## src/sv/sed_pkg.sv

```systemverilog
// ----------------------------------------------------------------------------
// sed_pkg
// shared types, constants and helpers of the rgb sobel edge block
// ----------------------------------------------------------------------------
package sed_pkg;

    localparam int PIX_W      = 8;
    localparam int CHANS      = 3;
    localparam int GRAD_W     = 11;   // signed gradient, |g| <= 1020
    localparam int SUM_W      = 21;   // gx^2 + gy^2 <= 2080800
    localparam int POS_W      = 10;
    localparam int DIM_W      = 11;
    localparam int CFG_IDX_W  = 1;

    localparam int MAX_WIDTH_DEF  = 1024;
    localparam int MAX_HEIGHT_DEF = 1024;

    localparam logic [DIM_W-1:0] DIM_RESET = 11'd1024;
    localparam logic [DIM_W-1:0] DIM_MIN   = 11'd3;
    localparam logic [PIX_W-1:0] MAG_MAX   = 8'hFF;

    // register indexes
    localparam logic [CFG_IDX_W-1:0] REG_IMAGE_WIDTH  = 1'b0;
    localparam logic [CFG_IDX_W-1:0] REG_IMAGE_HEIGHT = 1'b1;

    typedef struct packed {
        logic [PIX_W-1:0] red;
        logic [PIX_W-1:0] green;
        logic [PIX_W-1:0] blue;
    } pix_t;

    // one line store entry: pixel of row r-2 and of row r-1
    typedef struct packed {
        pix_t older;
        pix_t newer;
    } line_pair_t;

    // 3x3 window without the unused center
    typedef struct packed {
        pix_t tl;
        pix_t tm;
        pix_t tr;
        pix_t ml;
        pix_t mr;
        pix_t bl;
        pix_t bm;
        pix_t br;
    } win_t;

    typedef struct packed {
        logic start;
        win_t win;
    } sed_mag_ctrl_t;

    typedef struct packed {
        logic             busy;
        logic [PIX_W-1:0] red;
        logic [PIX_W-1:0] green;
        logic [PIX_W-1:0] blue;
    } sed_mag_stat_t;

    function automatic logic [PIX_W-1:0] pix_chan(input pix_t p, input logic [1:0] k);
        logic [PIX_W-1:0] v;
        case (k)
            2'd0:    v = p.red;
            2'd1:    v = p.green;
            default: v = p.blue;
        endcase
        return v;
    endfunction

endpackage

```

## src/sv/sed_mag.sv

```systemverilog
// ----------------------------------------------------------------------------
// sed_mag
// per-channel sobel gradients, squared sum and bit-serial integer root
// ----------------------------------------------------------------------------
module sed_mag (
    input  logic                   clk,
    input  logic                   rst_n,
    input  sed_pkg::sed_mag_ctrl_t ctrl,
    output sed_pkg::sed_mag_stat_t stat
);
    import sed_pkg::*;

    typedef enum logic [1:0] {M_IDLE, M_SQ, M_ROOT} mstate_t;

    mstate_t                   state_reg;
    logic [2:0]                bit_reg;
    logic signed [GRAD_W-1:0]  gx_reg   [CHANS];
    logic signed [GRAD_W-1:0]  gy_reg   [CHANS];
    logic [SUM_W-1:0]          sum_reg  [CHANS];
    logic [PIX_W-1:0]          root_reg [CHANS];

    logic signed [GRAD_W-1:0]  gx_next  [CHANS];
    logic signed [GRAD_W-1:0]  gy_next  [CHANS];
    logic [SUM_W-1:0]          sum_next [CHANS];
    logic [PIX_W-1:0]          root_next[CHANS];

    // gradients straight from the window
    always_comb
    begin
        for (int k = 0; k < CHANS; k++)
        begin
            gx_next[k] =
                (GRAD_W'(pix_chan(ctrl.win.tl, 2'(k)))
                 + (GRAD_W'(pix_chan(ctrl.win.ml, 2'(k))) << 1)
                 + GRAD_W'(pix_chan(ctrl.win.bl, 2'(k))))
              - (GRAD_W'(pix_chan(ctrl.win.tr, 2'(k)))
                 + (GRAD_W'(pix_chan(ctrl.win.mr, 2'(k))) << 1)
                 + GRAD_W'(pix_chan(ctrl.win.br, 2'(k))));
            gy_next[k] =
                (GRAD_W'(pix_chan(ctrl.win.tl, 2'(k)))
                 + (GRAD_W'(pix_chan(ctrl.win.tm, 2'(k))) << 1)
                 + GRAD_W'(pix_chan(ctrl.win.tr, 2'(k))))
              - (GRAD_W'(pix_chan(ctrl.win.bl, 2'(k)))
                 + (GRAD_W'(pix_chan(ctrl.win.bm, 2'(k))) << 1)
                 + GRAD_W'(pix_chan(ctrl.win.br, 2'(k))));
        end
    end

    // squares, then one root bit per cycle
    always_comb
    begin
        logic signed [2*GRAD_W-1:0] sq_x;
        logic signed [2*GRAD_W-1:0] sq_y;
        logic [PIX_W-1:0]           trial;
        logic [2*PIX_W-1:0]         trial_sq;
        for (int k = 0; k < CHANS; k++)
        begin
            sq_x         = (2*GRAD_W)'(gx_reg[k]) * (2*GRAD_W)'(gx_reg[k]);
            sq_y         = (2*GRAD_W)'(gy_reg[k]) * (2*GRAD_W)'(gy_reg[k]);
            sum_next[k]  = SUM_W'(sq_x) + SUM_W'(sq_y);
            trial        = root_reg[k] | (PIX_W'(1) << bit_reg);
            trial_sq     = (2*PIX_W)'(trial) * (2*PIX_W)'(trial);
            if (sum_reg[k][SUM_W-1:2*PIX_W] != '0)
            begin
                root_next[k] = MAG_MAX;     // sum of at least 65536 clamps
            end
            else if (trial_sq <= sum_reg[k][2*PIX_W-1:0])
            begin
                root_next[k] = trial;
            end
            else
            begin
                root_next[k] = root_reg[k];
            end
        end
    end

    always_ff @(posedge clk or negedge rst_n)
    begin
        if (!rst_n)
        begin
            state_reg <= M_IDLE;
            bit_reg   <= '0;
        end
        else
        begin
            case (state_reg)
                M_IDLE:
                begin
                    if (ctrl.start)
                    begin
                        state_reg <= M_SQ;
                    end
                end
                M_SQ:
                begin
                    bit_reg   <= 3'(PIX_W - 1);
                    state_reg <= M_ROOT;
                end
                M_ROOT:
                begin
                    bit_reg <= bit_reg - 3'd1;
                    if (bit_reg == '0)
                    begin
                        state_reg <= M_IDLE;
                    end
                end
                default:
                begin
                    state_reg <= M_IDLE;
                end
            endcase
        end
    end

    always_ff @(posedge clk)
    begin
        for (int k = 0; k < CHANS; k++)
        begin
            if (state_reg == M_IDLE && ctrl.start)
            begin
                gx_reg[k] <= gx_next[k];
                gy_reg[k] <= gy_next[k];
            end
            if (state_reg == M_SQ)
            begin
                sum_reg[k]  <= sum_next[k];
                root_reg[k] <= '0;
            end
            if (state_reg == M_ROOT)
            begin
                root_reg[k] <= root_next[k];
            end
        end
    end

    assign stat.busy  = (state_reg != M_IDLE);
    assign stat.red   = root_reg[0];
    assign stat.green = root_reg[1];
    assign stat.blue  = root_reg[2];

endmodule
```

## config.mk

```make
export PLATFORM = sky130hd
export DESIGN_NAME = sed_mag
export DESIGN_NICKNAME = d
export VERILOG_FILES = /design/src/sv/sed_pkg.sv /design/src/sv/sed_mag.sv
export SDC_FILE = /design/constraint.sdc
export NUM_CORES = 2
export LEC_CHECK = 0
export BUFFER_PORTS_ARGS = -buffer_cell sky130_fd_sc_hd__buf_4
export CAP_MARGIN = 20
export CORE_MARGIN = 5
export CORE_UTILIZATION = 50
export DETAILED_ROUTE_END_ITERATION = 10
export PLACE_DENSITY = 0.66
export SETUP_SLACK_MARGIN = 0.5
export SYNTH_ARGS = -nofsm -noshare
export SYNTH_HDL_FRONTEND = slang
export SYNTH_SLANG_ARGS = --single-unit
```

## constraint.sdc

```tcl
create_clock -name clk -period 6.2 [get_ports clk]
set_input_delay 1.24 -clock clk [delete_from_list [all_inputs] [get_ports clk]]
set_output_delay 1.24 -clock clk [all_outputs]
set_load 0.01 [all_outputs]
```

==> results_dict.tcl <==
set metrics [dict create \
    r2r_cells 20 \
    hold_viol 0 \
    cts_inserted_buffers 17 \
    drt-total-wl_um 89100 \
    grt_pass1_wl_um 154000 \
    cp-start-kind "register" \
    fillers 6884 \
    syn_area_mm2 0.0419 \
    fp.dieW_um 300 \
    crit_chain "nand2_4 -> clkinvlp_4 -> buf_6 -> fa_1 -> fa_1 -> inv_1 -> fa_1 -> inv_1 -> fa_1 -> inv_1 -> fa_1 -> inv_1 -> fa_1 -> fa_1 -> ha_4 -> o21a_1 -> o21ai_0 -> a211oi_2 -> or3_1 -> xor2_1" \
    rows 106 \
    place.gp.congestion 0.893 \
    crit_type "register to register" \
    drcViolationCount 0 \
    finalSetupViolations 5 \
    r2r_slack_ns -0.06 \
    ios 220 \
    rsz0062_at_grt "true" \
    synth-seq-cells 158 \
    status "complete, but fails checks" \
    ant_nets 0 \
    detailroute.via_count 28518 \
    cpMostUsedCell "fa_1" \
    worstSetupEndpointType "register" \
    synth_edf_count 153 \
    fin_crit_sh 1.01 \
    synth_ff_type "edfxtp_1" \
    avgRoutedWirePerCell_um 15.0 \
    yosysTopAreaCell "fa_1" \
    dp_hpwl_um 77000 \
    portBuffers 219 \
    routed_via_density 4.81 \
    grt_overflow 0 \
    num_antenna_cells 0 \
    cts_tree "yes" \
    synthTopCellsByArea "fa_1 (45%), ha_1 (13%), inv_1 (12%), edfxtp_1 (11%), xnor2_1 (3.1%)" \
    max-cap-violations 0 \
    place_ws_ns -0.0999 \
    cts-root-buf "clkbuf_16" \
    synth_area_per_cell_um2 9.91 \
    die_h_um 300 \
    core_mm2 0.0834 \
    cpMaxStageDelayCell "fa_1" \
    cts_sinks 158 \
    final_max_slew_viol_count 0 \
    synth_cells 4229 \
    grt_max_degree 66 \
    grt_pass1_vias 31757 \
    fin_nets 6414 \
    synth_commonest_cells "inv_1 (1327), fa_1 (941), ha_1 (443)" \
    cts.path.max_buffers 2 \
    clock_latency_ns 0.49 \
    setup_slack_ns -0.0564 \
    die-area_mm2 0.0897 \
    cp_max_fo 7 \
    syn2layout_area_growth_pct 21.8 \
    tightest_slew_ns 0.906 \
    yosysMostFrequentCell "inv_1" \
    syn_nets 5808 \
    max_stage_delay_ns 0.54 \
    drt_iter0_drc 949 \
    initial_utilization 0.502 \
    hold_class "input pin to async pin" \
    cp.arrival_ns 6.48 \
    yosys_warnings 0 \
    dr.pass1.iters 7 \
    grt.total_usage 0.210 \
    htreeDepth 4 \
    final.setup_skew_ns 0.0148 \
    synth_top_area_frac 0.449 \
    path_clk_slew_ns 0.08 \
    synth_cell_types 59 \
    largest_reg_flops 63 \
    worstPathRequired_ns 6.43 \
    period_needed_ns 6.26 \
    fmax_mhz 160 \
    seq_area_frac_synth 0.113 \
    antenna_found_initial 0 \
    drive_gt1_frac 0.233 \
    async_reset_ff_frac 0.0316 \
    violations "setup timing" \
    max_slew_margin 0.396 \
]
## layer usage
layer,vias to the layer above,global-route usage,wire length [um],share of wire
met5,-,0,0,0
met4,0,0.0373,1310,0.015
met3,69,0.0314,3770,0.042
met2,439,0.365,45100,0.51
met1,14309,0.285,38900,0.44
li1,13701,-,-,-
## worst max-delay path: cells and delay by family, from the launching register on
| kind | cells | cell delay [ns] |
|---|---|---|
| adder cells (fa/ha/maj) | 8 | 3.66 |
| buffers and inverters | 6 | 0.59 |
| AND/OR/NAND/NOR | 2 | 0.48 |
| XOR/XNOR | 1 | 0.14 |
| flip-flops | 1 | 0.48 |
| AO/OA/AOI/OAI | 3 | 0.65 |
## cell usage in the layout (no fill, tap or decap), types with 10 or more instances in the layout
cell type,synthesis,final
inv_1,1327,1245
fa_1,941,902
buf_4,0,576
ha_1,443,382
nand2_1,219,178
edfxtp_1,153,153
xnor2_1,147,142
nor2_1,157,124
a21oi_1,155,118
and2_1,137,110
buf_6,0,82
inv_2,3,73
nor2b_1,68,60
xor2_1,52,52
ha_4,0,51
a21o_1,41,41
fa_2,0,39
nand2_2,0,29
o21a_1,30,29
and2_4,0,27
a21oi_2,2,26
nand2b_1,30,25
o21ai_1,26,23
nor3_1,21,18
nor2_2,2,18
o21ai_2,0,17
nor2_4,0,17
clkbuf_16,0,17
o21bai_1,17,15
o21ai_0,34,13
a21oi_4,0,13
nand2_4,0,12
o211ai_1,11,11
ha_2,0,10
## final cells by class
type,instances,area (um^2),area share
clock buffers,20,447,0.00875
clock inverters,12,209,0.00409
inverters,1331,5030,0.0985
multi-input cells,2660,33900,0.664
flip-flops and latches,158,4720,0.0925
well taps,1080,1350,0.0265
repair buffers,667,5410,0.106
## stage by stage
step | TNS, ns | area [um^2] | cells | hold slack (ns) | util
after CTS | 0 | 49500 | 5843 | 0.532 | 0.594
after global routing | -4.59 | 51100 | 5928 | 0.540 | 0.612
final | -0.238 | 51100 | 5928 | 0.569 | 0.612
after floorplan | -0.0196 | 42800 | 4229 | 0.548 | -
after global placement | -0.307 | 47300 | 5695 | 0.601 | 0.566
after detailed placement | -1.25 | 47300 | 5695 | 0.613 | 0.566
## kinds of logic (layout without fill, tap and decap cells)
family,Yosys count,after routing,share of synthesized area
AOI/OAI and AO/OA,369,369,0.0548
muxes,2,2,0.000537
and+or+nand+nor,706,706,0.0825
DFF,158,158,0.113
adders and majority gates,1384,1384,0.582
xor gates and xnor gates,199,199,0.0416
buffers and inverters,1411,2030,0.126
## worst paths after layout
kind                                              start                       end
worst min-delay path                              rst_n    bit_reg[0]$_DFFE_PN0P_
worst max-delay path            gy_reg[0][32]$_DFFE_PP_  sum_reg[0][61]$_DFFE_PP_
max in group asynchronous                         rst_n    bit_reg[2]$_DFFE_PN0P_
min in group clk                 bit_reg[0]$_DFFE_PN0P_    bit_reg[0]$_DFFE_PN0P_
worst max register to register  gy_reg[0][32]$_DFFE_PP_  sum_reg[0][61]$_DFFE_PP_
worst min register to register   bit_reg[0]$_DFFE_PN0P_    bit_reg[0]$_DFFE_PN0P_
## repair_timing
action                                  in CTS  in global routing
resized for setup                          208                241
endpoints found under the setup margin      58                 60
pin swaps                                  191                161
setup buffers                              115                 85
cloned                                       1                  0
hold buffers                                 0                  0
Power is not shown: default switching activity piles up to over one toggle a cycle in this logic, so the estimate is an artifact.
